--- config.mk ---
export PLATFORM = sky130hd
export DESIGN_NAME = log5_window
export DESIGN_NICKNAME = d
export VERILOG_FILES = /design/src/rtl/log5_pkg.sv /design/src/rtl/log5_window.sv
export SDC_FILE = /design/constraint.sdc
export NUM_CORES = 1
export LEC_CHECK = 0
export BUFFER_PORTS_ARGS = -buffer_cell sky130_fd_sc_hd__buf_2
export CAP_MARGIN = 20
export CELL_PAD_IN_SITES_DETAIL_PLACEMENT = 0
export CELL_PAD_IN_SITES_GLOBAL_PLACEMENT = 1
export CORE_UTILIZATION = 46
export DETAILED_ROUTE_END_ITERATION = 10
export GPL_TIMING_DRIVEN = 0
export PLACE_DENSITY = 0.88
export SLEW_MARGIN = 10
export SYNTH_ARGS = -nofsm -noshare
export SYNTH_HDL_FRONTEND = slang
export SYNTH_SLANG_ARGS = --single-unit
--- constraint.sdc ---
create_clock -name clk -period 7.72 [get_ports clk]
set_clock_uncertainty 0.05 [all_clocks]
set_input_delay 2.316 -clock clk [delete_from_list [all_inputs] [get_ports clk]]
set_output_delay 2.316 -clock clk [all_outputs]
set_load 0.01 [all_outputs]
--- src/rtl/log5_pkg.sv ---
// Shared types, constants and the kernel arithmetic of the 5x5 LoG edge filter.
package log5_pkg;

  localparam int MAX_WIDTH_DEF = 2048;
  localparam int CFG_W         = 12;
  localparam int ROW_W         = 12;
  localparam int ROW_LIMIT     = 4095;
  localparam int WIDTH_RESET   = 640;
  localparam int HEIGHT_RESET  = 480;
  localparam int LINES         = 4;
  localparam int WIN           = 5;
  localparam int BORDER        = 2;
  localparam int CENTRE_WEIGHT = 16;
  localparam int PIX_MAX       = 255;
  localparam int KSUM_W        = 14;

  typedef logic [7:0] pixel_t;
  typedef pixel_t [LINES-1:0] column_t;
  typedef pixel_t [WIN-1:0][WIN-1:0] window_t;

  typedef struct packed {
    pixel_t pixel;
    logic   drain;
  } in_item_t;

  typedef struct packed {
    pixel_t out_pixel;
    logic   out_last;
  } out_item_t;

  typedef struct packed {
    logic emit;
    logic last;
    logic inner;
  } tag_t;

  typedef enum logic {
    REG_IMAGE_WIDTH  = 1'b0,
    REG_IMAGE_HEIGHT = 1'b1
  } reg_index_t;

  typedef enum logic [1:0] {
    ST_MUL,
    ST_POS,
    ST_DIV,
    ST_RUN
  } ctrl_state_t;

  // Weighted neighbourhood sum, clamped to the pixel range.
  function automatic pixel_t kernel(input window_t win);
    logic [9:0]               near_sum;
    logic [10:0]              far_sum;
    logic signed [KSUM_W-1:0] g;
    pixel_t                   res;
    near_sum = 10'(win[2][1]) + 10'(win[2][3]) + 10'(win[1][2]) + 10'(win[3][2]);
    far_sum  = 11'(win[2][0]) + 11'(win[2][4]) + 11'(win[0][2]) + 11'(win[4][2])
             + 11'(win[1][1]) + 11'(win[1][3]) + 11'(win[3][1]) + 11'(win[3][3]);
    g = $signed(KSUM_W'({near_sum, 1'b0})) + $signed(KSUM_W'(far_sum))
      - $signed(KSUM_W'(win[2][2]) * KSUM_W'(CENTRE_WEIGHT));
    if (g[KSUM_W-1]) begin
      res = '0;
    end else if (g > $signed(KSUM_W'(PIX_MAX))) begin
      res = pixel_t'(PIX_MAX);
    end else begin
      res = g[7:0];
    end
    return res;
  endfunction

endpackage

--- src/rtl/log5_window.sv ---
// 5x5 pixel window, kernel evaluation and the result register.
module log5_window (
  input  logic                  clk,
  input  logic                  rst,
  input  logic                  adv,
  input  log5_pkg::pixel_t      px,
  input  log5_pkg::tag_t        tag,
  input  log5_pkg::column_t     col_in,
  output log5_pkg::column_t     col_out,
  output logic                  free,
  output logic                  res_valid,
  input  logic                  res_stall,
  output log5_pkg::out_item_t   res
);

  log5_pkg::window_t win, win_next;

  // Shift one column left, new column enters on the right.
  always_comb begin
    for (int r = 0; r < log5_pkg::WIN; r++) begin
      for (int c = 0; c < log5_pkg::WIN - 1; c++) begin
        win_next[r][c] = win[r][c+1];
      end
    end
    for (int r = 0; r < log5_pkg::LINES; r++) begin
      win_next[r][log5_pkg::WIN-1] = col_in[r];
    end
    win_next[log5_pkg::WIN-1][log5_pkg::WIN-1] = px;
    for (int r = 0; r < log5_pkg::LINES - 1; r++) begin
      col_out[r] = col_in[r+1];
    end
    col_out[log5_pkg::LINES-1] = px;
  end

  assign free = !res_valid || !res_stall;

  always_ff @(posedge clk) begin
    if (rst) begin
      win <= '0;
    end else if (adv) begin
      win <= win_next;
    end
  end

  always_ff @(posedge clk) begin
    if (rst) begin
      res_valid <= 1'b0;
    end else if (adv && tag.emit) begin
      res_valid <= 1'b1;
    end else if (!res_stall) begin
      res_valid <= 1'b0;
    end
  end

  always_ff @(posedge clk) begin
    if (adv && tag.emit) begin
      res.out_pixel <= tag.inner ? log5_pkg::kernel(win_next)
                                 : win_next[log5_pkg::BORDER][log5_pkg::BORDER];
      res.out_last  <= tag.last;
    end
  end

endmodule

### Word-level counts from Yosys, hierarchy flattened

Index checks and enable logic that the tools add are counted.

| word-level totals | value |
|---|---|
| input port bits | 47 |
| flip-flop bits (word level) | 122 |
| output and inout bits | 43 |

| cells by class | value |
|---|---|
| add/sub/neg operators | 12 |
| multiplexer cells | 5 |
| order comparisons | 1 |
| reductions and logical operators | 4 |
| equality and inequality tests | 1 |

Operator list:

| operator | count |
|---|---|
| adder 11 x 8 -> 11 bit | 4 |
| 2-to-1 mux 8 bit | 3 |
| adder 9 x 8 -> 10 bit | 2 |
| adder 8 x 8 -> 9 bit | 2 |
| greater-than comparator 13 x 9 -> 1 bit (second input constant) | 1 |
| subtractor 12 x 12 -> 13 bit | 1 |
| adder 11 x 11 -> 12 bit | 1 |
| adder 10 x 8 -> 11 bit | 1 |
| adder 10 x 8 -> 10 bit | 1 |
| zero test 1 bit | 2 |
| 2-to-1 mux 1 bit | 2 |
| inequality test 2 x 1 -> 1 bit (second input constant) | 1 |
| logical AND 1 bit | 1 |
| logical OR 1 bit | 1 |

### Longest topological paths before layout

| logic depth | value |
|---|---|
| depth in word-level cells | 13 |
| gate-level depth with buffers | 27 |
| gate-level depth less buffers | 25 |

### Worst setup path after synthesis

OpenSTA, ideal clock, no wires.

| timing path | value |
|---|---|
| kind | input -> register |
| from | in col_in[20] (netlist bit) |
| to | reg res[3] (netlist bit) (data pin) |
| stages | 16 |
| setup time | 275 ps |
| arrival time | 6,678 ps |
| data required time | 7,395 ps |
| path buffers | 0 |
| slack | 717 ps |
| path through | inv_1 -> fa_1 -> inv_1 -> fa_1 -> inv_1 -> fa_1 -> inv_1 -> fa_1 -> fa_1 -> ha_1 -> o21a_1 -> o31a_4 -> o41ai_4 -> xnor2_1 -> nor4_4 -> a31oi_1 |

| on the way | value |
|---|---|
| longest elaborated chain between the ends | 13 |

Ends and longest elaborated chain:

| item | line | text |
|---|---|---|
| start: declaration | log5_window.sv:8 | `input log5_pkg::column_t col_in,` |
| adder 8 x 8 -> 9 bit (*) | log5_pkg.sv:56 | `far_sum = 11'(win[2][0]) + 11'(win[2][4]) + 11'(win[0][2]) + 11'(win[4][2])` |
| adder 9 x 8 -> 10 bit (*) | log5_pkg.sv:56 |  |
| adder 10 x 8 -> 11 bit (*) | log5_pkg.sv:56 |  |
| adder 11 x 8 -> 11 bit (*) (4 in a row) | log5_pkg.sv:57 | `+ 11'(win[1][1]) + 11'(win[1][3]) + 11'(win[3][1]) + 11'(win[3][3]);` |
| adder 11 x 11 -> 12 bit (*) | log5_pkg.sv:58 | `g = $signed(KSUM_W'({near_sum, 1'b0})) + $signed(KSUM_W'(far_sum))` |
| subtractor 12 x 12 -> 13 bit (*) | log5_pkg.sv:59 | `- $signed(KSUM_W'(win[2][2]) * KSUM_W'(CENTRE_WEIGHT));` |
| greater-than comparator 13 x 9 -> 1 bit | log5_pkg.sv:62 | `end else if (g > $signed(KSUM_W'(PIX_MAX))) begin` |
| 2-to-1 mux 8 bit | log5_pkg.sv:62 |  |
| 2-to-1 mux 8 bit (*) | log5_pkg.sv:60 | `if (g[KSUM_W-1]) begin` |
| 2-to-1 mux 8 bit (*) | log5_window.sv:57 | `res.out_pixel <= tag.inner ? log5_pkg::kernel(win_next)` |
| end: declaration | log5_window.sv:13 | `output log5_pkg::out_item_t res` |

Every way passes the cells marked *; elsewhere a longest branch is shown, timed or not.
A chain may end at the register's enable or synchronous reset.

### Final worst setup path

| timing path | value |
|---|---|
| from | in col_in[20] (netlist bit) |
| to | reg res[2] (netlist bit) (data pin) |

Same word-level chain as after synthesis.

==> flow_metrics.env <==
export IMPL_status="completed"
export IMPL_die_area_mm2=0.0171
export IMPL_port_buffers=87
export IMPL_grt_pass1_vias=5135
export IMPL_ctsResizeCount=0
export IMPL_syn_area_mm2=0.00761
export IMPL_synth_seq_area_share_pct=33.3
export IMPL_synth_xor_area_share_pct=1.38
export IMPL_synth_top_family_by_area="adder cells"
export IMPL_cts_hold_buf=0
export IMPL_synthMuxAreaShare_pct=14.9
export IMPL_fillers=1455
export IMPL_critPathKind="primary input to flop"
export IMPL_die_x_um=131
export IMPL_wl_mm=15.9
export IMPL_finalCriticalPeriod_ps=7090
export IMPL_endpoint_kind="flop"
export IMPL_layout_drive_gt1_share_pct=18.2
export IMPL_path_clk_slew_ps=60
export IMPL_avgSynthCellArea_um2=10.2
export IMPL_crit_path_max_fanout=8
export IMPL_drt_iter0_markers=226
export IMPL_cp_arrival_ps=7180
export IMPL_num_rows=46
export IMPL_area_delta_synth_final_pct=16.9
export IMPL_grt_pass1_wl_mm=25.6
export IMPL_tightest_slew_ps=852
export IMPL_hp_class="flop to flop"
export IMPL_ios=90
export IMPL_synth_fp_nets=912
export IMPL_synth_main_ff_cell="dfxtp_1"
export IMPL_rsz0062_at_grt="no"
export IMPL_hpwlAfterDp_mm=12.9
export IMPL_synth_adder_area_share_pct=26.5
export IMPL_dr_pass1_iters=5
export IMPL_startpoint_type="primary input"
export IMPL_clock_latency_ps=420
export IMPL_multi_input_area_mm2=0.00431
export IMPL_synth_edff_count=9
export IMPL_yosysUniqueCellTypes=40
export IMPL_fmax_mhz=141
export IMPL_ant_nets=0
export IMPL_diodes=0
export IMPL_antenna_found_initial=0
export IMPL_ys_seq_elements=122
export IMPL_min_from="res_valid"
export IMPL_wl_per_cell_um=14.7
export IMPL_power_density_mw_per_mm2=268
export IMPL_cp_required_ps=7810
export IMPL_p_leak_nw=4.39
export IMPL_vias_per_cell=4.79
export IMPL_gp_congestion=0.818
export IMPL_die_y_um=131
export IMPL_root_buffer="clkbuf_16"
export IMPL_clock_sinks=122
export IMPL_yosysWarnings=0
export IMPL_maxCapViolCount=0
export IMPL_core_area_mm2=0.0160
export IMPL_htree_levels=4
export IMPL_dp_cells=1051
export IMPL_fin_nets=1018
export IMPL_synth_top_cell_area_share_pct=29.7
export IMPL_hold_ws_ps=434
export IMPL_grt_max_degree=17
export IMPL_route_detailed_drc=0
export IMPL_ff_latch_area_mm2=0.00253
export IMPL_slew_headroom_pct=43.2
export IMPL_clk_path_buf_depth=2
export IMPL_fin_crit_sh_pct=91.9
export IMPL_cp_startpoint="col_in[20]"
export IMPL_synth_compound_area_share_pct=5.74
export IMPL_regToRegStartpoint="win[65]"
export IMPL_slew_violations=0
export IMPL_numCtsBuffers=17
export IMPL_synthCells=748
export IMPL_synthTopCellsByArea="dfxtp_1 (30%), fa_1 (19%), mux2i_1 (15%)"
export IMPL_cts_tree="built"
export IMPL_fin_cells=1083
export IMPL_via_count=5188
export IMPL_synthSimpleGateAreaFrac_pct=8.26
export IMPL_setup_tns_final_ps=0
export IMPL_overflow=0
export IMPL_hold_viol_final=0
export IMPL_ir_drop_uv=178
export IMPL_synth_top_area_cell="dfxtp_1"
export IMPL_start_util_pct=47.5
export IMPL_cts_setup_buffers=0
export IMPL_grtUsageTotal_pct=20.2
export IMPL_setup_viol=0
export IMPL_synthArstFlopShare_pct=0
## layer usage
layer / global-route usage [%] / wire length (um) / vias to the layer above
li1: - / - / 2591
met1: 27.3 / 7300 / 2478
met2: 31.7 / 7460 / 103
met3: 4.85 / 938 / 16
met4: 7.30 / 229 / 0
met5: 0 / 0 / -
## cell type report
cell class	instances	share of cell area, %
Multi-Input combinational cell	456	48.5
Clock buffer	20	5.25
Sequential cell	122	28.5
Tap cell	216	3.04
Clock inverter	12	1.29
Timing Repair Buffer	87	4.90
Inverter	109	4.60
Buffer	61	3.95
## worst paths after layout
path | endpoint | slack (ps) | depth (start not counted)
min reg2reg | res_valid | 430 | 2
max reg2reg | res[2] | 680 | 24
max | res[2] | 630 | 17
min | res_valid | 430 | 2
## through the flow
stage / setup WS, ps / utilization (%) / instance area (um^2) / total power, mW
2_1_floorplan: 717 / - / 7610 / 1.44
3_3_place_gp: 313 / 51.9 / 8310 / 1.61
3_5_place_dp: 234 / 51.9 / 8310 / 1.62
4_1_cts: 659 / 55.6 / 8890 / 2.40
5_1_grt: 318 / 55.6 / 8890 / 2.55
6_report: 628 / 55.6 / 8890 / 2.38
## worst max-delay path, stage by stage
cell and delay (ps):
buf_2 130, inv_1 70, fa_1 530, inv_1 50
fa_1 530, inv_1 60, fa_1 540, inv_1 60
fa_1 530, fa_1 500, ha_1 380, nand2_1 90
a211oi_1 440, o21a_1 170, o211ai_1 130, nor4_4 510
a21oi_1 140
## power breakdown
group | switching [mW] | internal (mW) | leakage [nW]
Combinational | 0.515 | 0.401 | 3.10
Clock | 0.298 | 0.470 | 0.276
Sequential | 0.0222 | 0.676 | 1.01
## kinds of logic after synthesis
kind of cell,Yosys count
flops,122
fa+ha+maj,117
simple gates,150
buf+inv,170
xor+xnor,12
mux,113
compound gates,64
## sequential cells by signal, indices dropped and copies added, names as in the netlist
name / cells
win: 112
res: 9
res_valid: 1
## cells in the mapped netlist, drive strengths merged (9+ instances only)
library cell,count
a21oi,28
inv,109
buf,49
mux2i,113
a211oi,9
dfxtp,113
nand2,11
edfxtp,9
clkbuf,12
fa,73
ha,44
nor2,122
## cell usage in the layout, fill, tap and decap left out, drive strengths merged
cell type,n
a2111o,1
a211oi,9
a21o,5
a21oi,28
a22o,1
a31oi,1
a41oi,1
and2,1
and4,1
buf,136
bufinv,1
clkbuf,32
clkinv,4
clkinvlp,4
dfxtp,113
edfxtp,9
fa,73
ha,44
inv,112
mux2i,113
nand2,11
nand3,2
nor2,122
nor2b,4
nor3,3
nor3b,3
nor4,1
o211a,1
o211ai,1
o21a,4
o21ai,7
o21bai,2
o31a,1
o41ai,2
or3,2
xnor2,7
xor2,5
Power figures use the tool's default switching activity.
