==> src/rtl/log5_pkg.sv <==
// Shared types, constants and the kernel arithmetic of the 5x5 LoG edge filter.
package log5_pkg;

  localparam int MAX_WIDTH_DEF = 2048;
  localparam int CFG_W         = 12;
  localparam int ROW_W         = 12;
  localparam int ROW_LIMIT     = 4095;
  localparam int WIDTH_RESET   = 640;
  localparam int HEIGHT_RESET  = 480;
  localparam int LINES         = 4;
  localparam int WIN           = 5;
  localparam int BORDER        = 2;
  localparam int CENTRE_WEIGHT = 16;
  localparam int PIX_MAX       = 255;
  localparam int KSUM_W        = 14;

  typedef logic [7:0] pixel_t;
  typedef pixel_t [LINES-1:0] column_t;
  typedef pixel_t [WIN-1:0][WIN-1:0] window_t;

  typedef struct packed {
    pixel_t pixel;
    logic   drain;
  } in_item_t;

  typedef struct packed {
    pixel_t out_pixel;
    logic   out_last;
  } out_item_t;

  typedef struct packed {
    logic emit;
    logic last;
    logic inner;
  } tag_t;

  typedef enum logic {
    REG_IMAGE_WIDTH  = 1'b0,
    REG_IMAGE_HEIGHT = 1'b1
  } reg_index_t;

  typedef enum logic [1:0] {
    ST_MUL,
    ST_POS,
    ST_DIV,
    ST_RUN
  } ctrl_state_t;

  // Weighted neighbourhood sum, clamped to the pixel range.
  function automatic pixel_t kernel(input window_t win);
    logic [9:0]               near_sum;
    logic [10:0]              far_sum;
    logic signed [KSUM_W-1:0] g;
    pixel_t                   res;
    near_sum = 10'(win[2][1]) + 10'(win[2][3]) + 10'(win[1][2]) + 10'(win[3][2]);
    far_sum  = 11'(win[2][0]) + 11'(win[2][4]) + 11'(win[0][2]) + 11'(win[4][2])
             + 11'(win[1][1]) + 11'(win[1][3]) + 11'(win[3][1]) + 11'(win[3][3]);
    g = $signed(KSUM_W'({near_sum, 1'b0})) + $signed(KSUM_W'(far_sum))
      - $signed(KSUM_W'(win[2][2]) * KSUM_W'(CENTRE_WEIGHT));
    if (g[KSUM_W-1]) begin
      res = '0;
    end else if (g > $signed(KSUM_W'(PIX_MAX))) begin
      res = pixel_t'(PIX_MAX);
    end else begin
      res = g[7:0];
    end
    return res;
  endfunction

endpackage

==> src/rtl/log5_ctrl.sv <==
// Frame counters, register file and the setup sequencer that re-derives position state.
module log5_ctrl #(
  parameter int MAX_WIDTH = log5_pkg::MAX_WIDTH_DEF
) (
  input  logic                               clk,
  input  logic                               rst,
  input  logic                               cfg_write,
  input  log5_pkg::reg_index_t               cfg_index,
  input  logic [log5_pkg::CFG_W-1:0]         cfg_data,
  input  logic                               accept,
  output logic                               busy,
  output logic [$clog2(MAX_WIDTH)-1:0]       col,
  output log5_pkg::tag_t                     tag
);

  localparam int COL_W   = $clog2(MAX_WIDTH);
  localparam int WID_W   = $clog2(MAX_WIDTH + 1);
  localparam int ROW_W   = log5_pkg::ROW_W;
  localparam int CNT_W   = ROW_W + COL_W;
  localparam int THR_W   = WID_W + 2;
  localparam int MUL_W   = ROW_W + WID_W;
  localparam int CMP_W   = MUL_W + 1;
  localparam int EXT_W   = (WID_W > log5_pkg::CFG_W) ? WID_W : log5_pkg::CFG_W;
  localparam int STEP_W  = $clog2(CNT_W);
  localparam int RESET_W = (log5_pkg::WIDTH_RESET > MAX_WIDTH) ? MAX_WIDTH
                                                               : log5_pkg::WIDTH_RESET;

  log5_pkg::ctrl_state_t state, state_next;

  logic [WID_W-1:0]  width;
  logic [ROW_W-1:0]  height;
  logic [COL_W-1:0]  column_count;
  logic [ROW_W-1:0]  row_count;
  logic [CNT_W-1:0]  emitted_count;
  logic [CNT_W-1:0]  kr;
  logic [WID_W-1:0]  kc;
  logic [CNT_W-1:0]  pos;
  logic [THR_W-1:0]  thr;
  logic [MUL_W-1:0]  total;
  logic [MUL_W-1:0]  prod_row;
  logic [STEP_W-1:0] step;

  logic [EXT_W-1:0]  wval;
  logic [WID_W-1:0]  width_new;
  logic [ROW_W-1:0]  height_new;
  logic              emit, last, inner;
  logic              col_wrap, kc_wrap, row_more;
  logic [CNT_W-1:0]  pos_wrap;
  logic [WID_W:0]    div_cat;
  logic [WID_W+1:0]  div_trial;

  // Clamp register writes to the usable range.
  always_comb begin
    wval = EXT_W'(cfg_data);
    if (wval == '0) begin
      width_new = WID_W'(1);
    end else if (wval > EXT_W'(MAX_WIDTH)) begin
      width_new = WID_W'(MAX_WIDTH);
    end else begin
      width_new = WID_W'(wval);
    end
    height_new = (cfg_data == '0) ? ROW_W'(1) : ROW_W'(cfg_data);
  end

  always_ff @(posedge clk) begin
    if (rst) begin
      width  <= WID_W'(RESET_W);
      height <= ROW_W'(log5_pkg::HEIGHT_RESET);
    end else if (cfg_write) begin
      case (cfg_index)
        log5_pkg::REG_IMAGE_WIDTH:  width  <= width_new;
        log5_pkg::REG_IMAGE_HEIGHT: height <= height_new;
        default: ;
      endcase
    end
  end

  always_ff @(posedge clk) begin
    if (rst) begin
      state <= log5_pkg::ST_MUL;
    end else begin
      state <= state_next;
    end
  end

  always_comb begin
    state_next = state;
    case (state)
      log5_pkg::ST_MUL: state_next = log5_pkg::ST_POS;
      log5_pkg::ST_POS: state_next = log5_pkg::ST_DIV;
      log5_pkg::ST_DIV: begin
        if (step == STEP_W'(CNT_W - 1)) begin
          state_next = log5_pkg::ST_RUN;
        end
      end
      log5_pkg::ST_RUN: state_next = log5_pkg::ST_RUN;
      default:          state_next = log5_pkg::ST_MUL;
    endcase
    if (cfg_write) begin
      state_next = log5_pkg::ST_MUL;
    end
  end

  always_comb begin
    emit     = CNT_W'(thr) <= pos;
    last     = emit && ((CMP_W'(emitted_count) + CMP_W'(1)) >= CMP_W'(total));
    inner    = (kr >= CNT_W'(log5_pkg::BORDER))
            && ((CMP_W'(kr) + CMP_W'(log5_pkg::BORDER)) < CMP_W'(height))
            && (kc >= WID_W'(log5_pkg::BORDER))
            && (((WID_W+1)'(kc) + (WID_W+1)'(log5_pkg::BORDER)) < (WID_W+1)'(width));
    col_wrap = ((WID_W+1)'(column_count) + (WID_W+1)'(1)) >= (WID_W+1)'(width);
    kc_wrap  = ((WID_W+1)'(kc) + (WID_W+1)'(1)) >= (WID_W+1)'(width);
    row_more = row_count != ROW_W'(log5_pkg::ROW_LIMIT);
    pos_wrap = pos - CNT_W'(column_count) + (row_more ? CNT_W'(width) : '0);
    div_cat   = {kc, kr[CNT_W-1]};
    div_trial = (WID_W+2)'(div_cat) - (WID_W+2)'(width);
  end

  always_ff @(posedge clk) begin
    if (rst) begin
      column_count  <= '0;
      row_count     <= '0;
      emitted_count <= '0;
      kr            <= '0;
      kc            <= '0;
      pos           <= '0;
      thr           <= '0;
      total         <= '0;
      prod_row      <= '0;
      step          <= '0;
    end else begin
      case (state)
        log5_pkg::ST_MUL: begin
          prod_row <= MUL_W'(row_count) * MUL_W'(width);
          total    <= MUL_W'(width) * MUL_W'(height);
          thr      <= THR_W'({width, 1'b0}) + THR_W'(log5_pkg::BORDER);
          kr       <= emitted_count;
          kc       <= '0;
          step     <= '0;
        end
        log5_pkg::ST_POS: begin
          pos <= CNT_W'(prod_row + MUL_W'(column_count));
        end
        log5_pkg::ST_DIV: begin
          if (!div_trial[WID_W+1]) begin
            kc <= div_trial[WID_W-1:0];
            kr <= {kr[CNT_W-2:0], 1'b1};
          end else begin
            kc <= div_cat[WID_W-1:0];
            kr <= {kr[CNT_W-2:0], 1'b0};
          end
          step <= step + 1'b1;
        end
        log5_pkg::ST_RUN: begin
          if (accept) begin
            if (emit && last) begin
              column_count  <= '0;
              row_count     <= '0;
              emitted_count <= '0;
              kr            <= '0;
              kc            <= '0;
              pos           <= '0;
            end else begin
              if (emit) begin
                emitted_count <= emitted_count + 1'b1;
                if (kc_wrap) begin
                  kc <= '0;
                  kr <= kr + 1'b1;
                end else begin
                  kc <= kc + 1'b1;
                end
              end
              if (col_wrap) begin
                column_count <= '0;
                if (row_more) begin
                  row_count <= row_count + 1'b1;
                end
                pos <= pos_wrap;
              end else begin
                column_count <= column_count + 1'b1;
                pos          <= pos + 1'b1;
              end
            end
          end
        end
        default: ;
      endcase
    end
  end

  assign busy      = state != log5_pkg::ST_RUN;
  assign col       = column_count;
  assign tag.emit  = emit;
  assign tag.last  = last;
  assign tag.inner = inner;

endmodule

==> config.mk <==
export PLATFORM = sky130hd
export DESIGN_NAME = log5_ctrl
export DESIGN_NICKNAME = d
export VERILOG_FILES = /design/src/rtl/log5_pkg.sv /design/src/rtl/log5_ctrl.sv
export SDC_FILE = /design/constraint.sdc
export NUM_CORES = 1
export LEC_CHECK = 0
export BUFFER_PORTS_ARGS = -buffer_cell sky130_fd_sc_hd__buf_2
export CAP_MARGIN = 0
export CORE_ASPECT_RATIO = 0.7
export CORE_MARGIN = 2
export CORE_UTILIZATION = 50
export DETAILED_ROUTE_END_ITERATION = 10
export PLACE_DENSITY = 0.72
export SKIP_LAST_GASP = 1
export SYNTH_ARGS = -nofsm -noshare
export SYNTH_HDL_FRONTEND = slang
export SYNTH_SLANG_ARGS = --single-unit
export TNS_END_PERCENT = 1
==> constraint.sdc <==
create_clock -name clk -period 15.2 [get_ports clk]
set_input_delay 2.28 -clock clk [delete_from_list [all_inputs] [get_ports clk]]
set_output_delay 2.28 -clock clk [all_outputs]
set_load 0.03 [all_outputs]
# == Yosys cells after proc, flatten, opt, wreduce, memory -nomap -nowiden ==
# Cells that the tools add are included.
# Widths: inputs -> output; s select.
# word_totals
regBits,196
wordCells,104
out_inout_bits,15
in_bits,17
# op_classes
bitwise,1
magnitude_cmp,9
n_mul,2
eq_ne,10
reduce_logical,22
mux,30
n_addsub,17
# ops
op,count
$mux 23,9
$mux 12,12
$add 23x1->23 const B,3
$pmux 23 s3,1
$pmux 23 s2,1
$pmux 12 s3,1
$add 12x1->12 const B,2
$add 23x1->24 const B,1
$add 23x2->24 const B,1
$ge 24x24->1,1
$lt 24x12->1,1
$mul 12x12->24,1
$add 23x11->23,1
$add 23x12->23,1
$ge 23x2->1 const B,1
$le 14x23->1,1
$mul 12x12->23,1
$sub 23x11->23,1
$mux 11,2
$add 13x2->14 const B,1
$sub 13x12->14,1
$add 12x1->13 const B,1
$add 12x2->13 const B,1
$ge 13x12->1,1
other kinds (27),44

# == Longest topological paths before layout ==
# Gate-level depths: netlist of run 1.
# depth
word_depth,7
depth_mapped,22
mapped_depth_nobuf,20

# == Worst setup path after synthesis of run 1 ==
# No wires, ideal clock.
# synth_path
path_kind,register -> output
from,register emitted_count[0]
to,output port tag[1] in the netlist's numbering
n_path_buf,3
path_stages_with_launch,16
required_ns,12.920
arrival_time_ns,3.424
setup_slack_ns,9.496
path_cell_list,dfxtp_1 ha_1 and3_1 and2_1 and3_1 clkbuf_1 nand3_1 nor2_1 xor2_1 ha_1 nand3_1 nor4_1 o211ai_2 a21oi_4 buf_2 buf_4
# synth_via
elab_chain_cells,3
# synth_rtl
item,line_no,rtl
from (decl),log5_ctrl.sv:34,logic [CNT_W-1:0] emitted_count;
from (signal assigned),log5_ctrl.sv:165,emitted_count <= emitted_count + 1'b1;
$add 23x1->24,log5_ctrl.sv:106,last = emit && ((CMP_W'(emitted_count) + CMP_W'(1)) >= CMP_W'(total));
$ge 24x24->1,log5_ctrl.sv:106,
$logic_and 1x1->1,log5_ctrl.sv:106,
to (decl),log5_ctrl.sv:13,output log5_pkg::tag_t tag
# Every way passes these cells.

==> run_results.csv, run 1 <==
group,metric,value,unit
logic_synthesis,synth_most_common_cell,"nand2_1",
final_layout,n_antenna_cell,0,
global_routing,antenna_found_initial,0,
worst_setup_path,crit_path_start,"emitted_count[0]",
detailed_routing,routedWlPerCell,19.9,microns
floorplanning,die_h,189,microns
global_routing,grt_pass1_vias,22300,
worst_setup_path,r2r_cells,18,
logic_synthesis,ys_top_cells_by_area,"fa_1 (17%), dfxtp_1 (16%), ha_1 (14%)",
logic_synthesis,synth_top_area_share,17.3,%
placement,pre_cts_ws,8740,ps
placement,port_buffers,31,
final_layout,drive_gt1_share,4.59,%
outcome,status,"finished, final reports clean",
sta,fin_crit,7040,ps
worst_setup_path,worst_setup_path_end_kind,"primary output",
global_routing,grt_overflow,0,
worst_setup_path,cp_data_required_time,12920,ps
clock_tree,h-tree-depth,4,
global_routing,grt_pass1_wl,121000,microns
logic_synthesis,ys.flop_type,"dfxtp_1",
final_layout,layout.nets,3526,
logic_synthesis,synth_area,24500,sq um
sta,tightestPinTransition,1310,ps
sta,fin_crit_sh,46.3,%
detailed_routing,avgViaCountPerCell,6.04,
power_and_ir_drop,powerDensity,57.1,nW/um^2
global_routing,grt_start_max_net_pins,78,
logic_synthesis,yosys.area.top_type,"fa_1",
clock_tree,cts_max_path_buffers,2,
sta,max_freq,142,MHz
logic_synthesis,syn-num-nets,3616,
logic_synthesis,synth_warnings,0,
logic_synthesis,synth_edf_count,0,
sta,hold_viol_final,0,
logic_synthesis,ys_top_cells_by_count,"nand2_1 (404), inv_1 (397), ha_1 (283)",
final_layout,final_area,25700,sq um
logic_synthesis,syn_inst,3104,
power_and_ir_drop,p_clk_share,32.8,%
sta,drv_slew,0,
sta,tns,0,ps
detailed_routing,drtPass1Iterations,7,
logic_synthesis,synth_cell_types,92,
flow_run,cap_violations,0,
sta,rsz0062_at_grt,"no",
detailed_routing,drc,0,
detailed_routing,route.met3.wl,6090,microns
floorplanning,die_w,269,microns
detailed_routing,drtAntennaViolNets,0,
logic_synthesis,seq_area_frac_synth,15.9,%
power_and_ir_drop,pwr-share-comb,29.6,%
final_layout,areaGrowthSynthToFinish,4.64,%
sta,setup_viol,0,
hold_path,hold_path.class,"flip-flop to flip-flop",
worst_setup_path,r2r_setup_slack,8530,ps
placement,gp_congestion,0.918,
worst_setup_path,cp.arrival,4760,ps
power_and_ir_drop,p_int,0.925,mW
power_and_ir_drop,peakVddDrop,0.0635,mV
power_and_ir_drop,p_sw,0.542,mW
clock_tree,ctsHoldBuffers,0,
detailed_routing,drt-total-wl,73300,microns
worst_setup_path,critPathLaunchType,"flip-flop",
floorplanning,die_area,50900,sq um
floorplanning,initial_utilization,51.0,%
logic_synthesis,ys_async_sr_fraction,0,%
floorplanning,rows,67,
power_and_ir_drop,switching_share,37.0,%
detailed_routing,top_layer_used,"met4",
worst_setup_path,reg2reg_from,"width[5]",
sta,fin_skew,16.4,ps
detailed_routing,met2_length,32200,microns
clock_tree,cts_sinks,195,
worst_setup_path,crit_fanout,16,
placement,dp_hpwl,54700,microns
final_layout,fin_cells,3682,
logic_synthesis,syn_area_per_cell,7.90,sq um
detailed_routing,vias,22300,
placement,dp.cells,3650,
floorplanning,io_pins,32,
clock_tree,clockRootBuffer,"clkbuf_16",
global_routing,grt_use_total,29.9,%
power_and_ir_drop,p_leak,11.7,nW
detailed_routing,drt-met1-wl,33100,microns
clock_tree,cts_tree,"done",
detailed_routing,drtIter0Drc,2105,
placement,placed_area,25100,sq um
worst_setup_path,rr_endpoint,"total[23]",
floorplanning,core,48100,sq um
logic_synthesis,synth-seq-cells,195,
clock_tree,post-cts-setup-buffers,0,
worst_setup_path,critPathCapture,"tag[1]",
clock_tree,cts_resized,0,
power_and_ir_drop,power_frac_seq,37.6,%
worst_setup_path,critPathKind,"flip-flop to primary output",
sta,worst_slack,8160,ps
clock_tree,clk_latency,490,ps
clock_tree,path_clk_slew,90,ps
sta,maxSlewHeadroom,12.8,%
clock_tree,numCtsBuffers,17,
[layer usage]
metal	up-vias	track usage, %
met3	118	5.14
met1	10900	42.3
met2	981	46.4
li1	10300	-
met5	-	0
met4	0	9.19
[flip-flops by register name (all words and copies together) (netlist names)]
name / flops
emitted_count: 23
col: 11
width: 12
step: 5
thr: 13
kc: 12
pos: 23
state: 2
height: 12
row_count: 12
total: 24
kr: 23
prod_row: 23
[power by group through the flow]
| stage | clock network [mW] | logic (mW) | registers, mW |
|---|---|---|---|
| 2_1_floorplan | 0 | 0.318 | 0.551 |
| 3_3_place_gp | 0 | 0.414 | 0.562 |
| 3_5_place_dp | 0 | 0.423 | 0.563 |
| 4_1_cts | 0.487 | 0.427 | 0.551 |
| 5_1_grt | 0.505 | 0.485 | 0.554 |
| 6_report | 0.482 | 0.434 | 0.552 |
[worst max-delay path: stages (launching register included)]
cell      delay, ps
dfxtp_1         440
ha_1            290
and3_1          220
and2_1          200
and3_1          280
nand3_1         260
nor2_1          310
xor2_1          140
ha_1            340
nand3_1         130
nor4_1          440
o211ai_2        240
a21oi_4         650
buf_2           350
[cells in the final DEF (no fill, tap or decap), types with 20 or more instances in the layout]
cell | synthesis | final
nor3_1 | 64 | 64
and3_1 | 39 | 39
nand3_1 | 77 | 77
a22oi_1 | 32 | 32
buf_2 | 19 | 30
or3_1 | 20 | 20
dfxtp_1 | 195 | 195
nand2_1 | 404 | 404
and2_1 | 69 | 69
ha_1 | 283 | 283
xor2_1 | 53 | 53
nand2b_1 | 25 | 25
a211oi_1 | 47 | 47
o21ai_0 | 107 | 107
xnor2_1 | 108 | 108
nand4_1 | 31 | 31
fa_1 | 212 | 212
a21o_1 | 32 | 32
nor2_1 | 214 | 213
o211ai_1 | 21 | 21
a31oi_1 | 27 | 27
a21oi_1 | 187 | 187
buf_4 | 6 | 32
inv_1 | 397 | 397
[layout make-up]
cell class / count / area, sq um
Clock buffer: 18 / 429
Timing Repair Buffer: 62 / 390
Sequential cell: 195 / 3900
Tap cell: 655 / 820
Inverter: 403 / 1510
Multi-Input combinational cell: 2335 / 18500
Fill cell: 4558 / 22400
Clock inverter: 14 / 164
[worst min-delay path by stage]
| stage | start | endpoint | slack (ps) | cells past startpoint |
|---|---|---|---|---|
| after floorplan | total[11] | total[11] | 430 | 2 |
| after global placement | total[2] | total[2] | 450 | 2 |
| after detailed placement | total[17] | total[17] | 450 | 2 |
| after CTS | total[17] | total[17] | 460 | 2 |
| after global routing | total[9] | total[9] | 490 | 2 |
| final | total[17] | total[17] | 460 | 2 |
[stage by stage]
step / utilization, % / hold WS (ps) / power (mW)
finish: 53.4 / 458 / 1.47
global route: 53.4 / 486 / 1.54
CTS: 53.4 / 461 / 1.46
detailed placement: 52.1 / 451 / 0.986
global placement: 52.1 / 447 / 0.976
floorplan: - / 432 / 0.870
[cell families after synthesis]
family,share of synthesized area (%)
and+or+nand+nor,19.8
muxes,0.454
AOI/OAI and AO/OA,17.4
buffers and inverters,8.98
adders and majority gates,31.7
xor gates and xnor gates,5.75
DFF,15.9
(Power assumes the default switching activity.)
==> run 2, diff against run 1 <==
--- a/config.mk
+++ b/config.mk
@@ -5,13 +5,14 @@
 export SDC_FILE = /design/constraint.sdc
 export NUM_CORES = 1
 export LEC_CHECK = 0
+export ABC_AREA = 1
 export BUFFER_PORTS_ARGS = -buffer_cell sky130_fd_sc_hd__buf_2
 export CAP_MARGIN = 0
 export CORE_ASPECT_RATIO = 0.7
 export CORE_MARGIN = 2
 export CORE_UTILIZATION = 50
 export DETAILED_ROUTE_END_ITERATION = 10
-export PLACE_DENSITY = 0.72
+export PLACE_DENSITY = 0.74
 export SKIP_LAST_GASP = 1
 export SYNTH_ARGS = -nofsm -noshare
 export SYNTH_HDL_FRONTEND = slang
==> constraint.sdc (replaced) <==
create_clock -name clk -period 6 [get_ports clk]
set_input_delay 0.9 -clock clk [delete_from_list [all_inputs] [get_ports clk]]
set_output_delay 0.9 -clock clk [all_outputs]
set_load 0.03 [all_outputs]
==> run_results.csv, run 2 <==
group,metric,value,unit
floorplanning,io_pins,32,
logic_synthesis,ys_top_cells_by_area,"fa_1 (16%), dfxtp_1 (15%), nand2_1 (14%)",
logic_synthesis,synth_edf_count,0,
sta,tightestPinTransition,1110,ps
sta,fin_crit,5350,ps
detailed_routing,routedWlPerCell,16.7,microns
sta,tns,0,ps
sta,drv_slew,0,
power_and_ir_drop,peakVddDrop,0.189,mV
detailed_routing,drc,0,
clock_tree,cts_max_path_buffers,2,
sta,rsz0062_at_grt,"no",
global_routing,grt_start_max_net_pins,65,
power_and_ir_drop,powerDensity,148,nW/um^2
clock_tree,h-tree-depth,4,
floorplanning,rows,70,
final_layout,most-common-layout-cells,"nand2_1 (1001), inv_1 (766), ha_1 (283), nor2_1 (249), a21oi_1 (234)",
logic_synthesis,synth_top_area_share,16.0,%
worst_setup_path,crit_fanout,14,
final_layout,layout.nets,4388,
final_layout,areaGrowthSynthToFinish,4.44,%
sta,maxSlewHeadroom,25.7,%
worst_setup_path,cp.arrival,5710,ps
logic_synthesis,syn-num-nets,4456,
sta,fin_crit_sh,89.1,%
logic_synthesis,ys_async_sr_fraction,0,%
logic_synthesis,seq_area_frac_synth,14.7,%
logic_synthesis,synth_most_common_cell,"nand2_1",
global_routing,antenna_found_initial,0,
power_and_ir_drop,p_leak,14.6,nW
hold_path,hold_path.class,"flip-flop to flip-flop",
final_layout,final_common_cell,"nand2_1",
clock_tree,post-cts-setup-buffers,0,
global_routing,grt_pass1_wl,124000,microns
final_layout,largest_reg_flops,24,
logic_synthesis,synth_area,26500,sq um
global_routing,grt_pass1_vias,23300,
logic_synthesis,synth_warnings,0,
clock_tree,numCtsBuffers,17,
detailed_routing,drtIter0Drc,2812,
sta,setup_viol,0,
clock_tree,ctsHoldBuffers,0,
floorplanning,core,52300,sq um
clock_tree,cts_tree,"done",
placement,dp_hpwl,60300,microns
placement,gp_congestion,0.983,
sta,hold_viol_final,0,
worst_setup_path,critPathKind,"flip-flop to flip-flop",
placement,port_buffers,31,
final_layout,largest-register,"total",
logic_synthesis,ys_top_cells_by_count,"nand2_1 (1001), inv_1 (766), ha_1 (283)",
final_layout,final_area,27700,sq um
placement,placed_area,27100,sq um
detailed_routing,drtPass1Iterations,6,
detailed_routing,drtAntennaViolNets,0,
worst_setup_path,worst_setup_path_end_kind,"flip-flop",
detailed_routing,drt-total-wl,76300,microns
logic_synthesis,yosys.area.top_type,"fa_1",
logic_synthesis,synth-seq-cells,195,
sta,fin_skew,19.2,ps
logic_synthesis,syn_area_per_cell,6.73,sq um
final_layout,multi_input_area,19000,sq um
sta,max_freq,187,MHz
worst_setup_path,cp_data_required_time,6360,ps
final_layout,seq_area,3900,sq um
final_layout,fill_cells,5157,
floorplanning,initial_utilization,50.7,%
clock_tree,path_clk_slew,90,ps
detailed_routing,avgViaCountPerCell,5.42,
worst_setup_path,critPathLaunchType,"flip-flop",
global_routing,grt_use_total,28.2,%
final_layout,drive_gt1_share,4.65,%
logic_synthesis,ys.flop_type,"dfxtp_1",
floorplanning,die_area,55000,sq um
logic_synthesis,syn_inst,3944,
clock_tree,clockRootBuffer,"clkbuf_16",
detailed_routing,vias,24800,
floorplanning,die_w,279,microns
clock_tree,cts_sinks,195,
global_routing,grt_overflow,0,
logic_synthesis,synth_cell_types,62,
outcome,status,"finished, final reports clean",
flow_run,cap_violations,0,
clock_tree,cts_resized,0,
floorplanning,die_h,197,microns
clock_tree,clk_latency,480,ps
[run 2: cell count changes after synthesis, sizes merged, moves of 31 or more]
cell and change:
xor2 +61, a21oi +47, a211oi -44, clkbuf -54
and2 -66, a22oi -31, nor2 +62, inv +377
nand3 +120, o21ai +62, xnor2 -87, buf +39
and3 -37, nand2 +613
[run 2: cell families after synthesis]
logic type | after synthesis | synth area share (%)
simple gates | 1662 | 26.8
buf+inv | 934 | 13.8
compound gates | 523 | 10.9
fa+ha+maj | 495 | 29.3
flops | 195 | 14.7
xor+xnor | 135 | 4.46
[run 2: layer usage]
layer / vias to the layer above / track usage [%] / wire [microns]
met4: 0 / 7.01 / 1480
met1: 11500 / 42.4 / 36100
met3: 84 / 5.94 / 7800
met5: - / 0 / 0
li1: 12200 / - / -
met2: 1071 / 40.9 / 31000
[run 2: path summary, 6_finish.rpt]
kind | startpoint | endpoint | slack (ps) | cells past startpoint
worst max-delay path | height[5] | total[20] | 650 | 20
worst min register to register | thr[2] | thr[2] | 470 | 2
worst min-delay path | thr[2] | thr[2] | 470 | 2
worst max register to register | height[5] | total[20] | 650 | 20
[run 2: final cells by class]
type                            count  area share, %
Antenna cell                        1        0.00903
Clock buffer                       20           1.65
Clock inverter                     12          0.528
Inverter                          778           10.5
Multi-Input combinational cell   2815           68.5
Sequential cell                   195           14.1
Tap cell                          684           3.09
Timing Repair Buffer               69           1.60
[run 2: critical path, cell delays in order (launching register included)]
cell,delay [ps]
dfxtp_1,710
nand2_1,170
fa_1,550
fa_1,530
inv_1,40
ha_1,300
fa_1,550
inv_1,60
fa_1,540
inv_1,40
ha_1,350
a21oi_1,200
a21boi_0,450
nand3b_1,180
nand2_1,100
nand2_1,70
nand2_1,60
nand2_1,60
nand2_1,40
o21ai_0,180
inv_1,50
[run 2: through the flow]
stage | std cells | power, mW | hold slack [ps] | worst slack [ps] | utilization [%]
3_5_place_dp | 4541 | 2.88 | 463 | 745 | 51.8
4_1_cts | 4573 | 4.08 | 474 | 698 | 53.0
2_1_floorplan | 3944 | 2.50 | 432 | 920 | -
6_report | 4574 | 4.10 | 475 | 654 | 53.0
3_3_place_gp | 4541 | 2.87 | 459 | 751 | 51.8
5_1_grt | 4573 | 4.38 | 493 | 267 | 53.0
[run 2: power by group]
group	switching, mW	leakage (nW)	internal (mW)
Clock	0.601	0.291	0.612
Sequential	0.0862	1.59	1.37
Combinational	0.949	12.7	0.484
Total	1.64	14.6	2.46
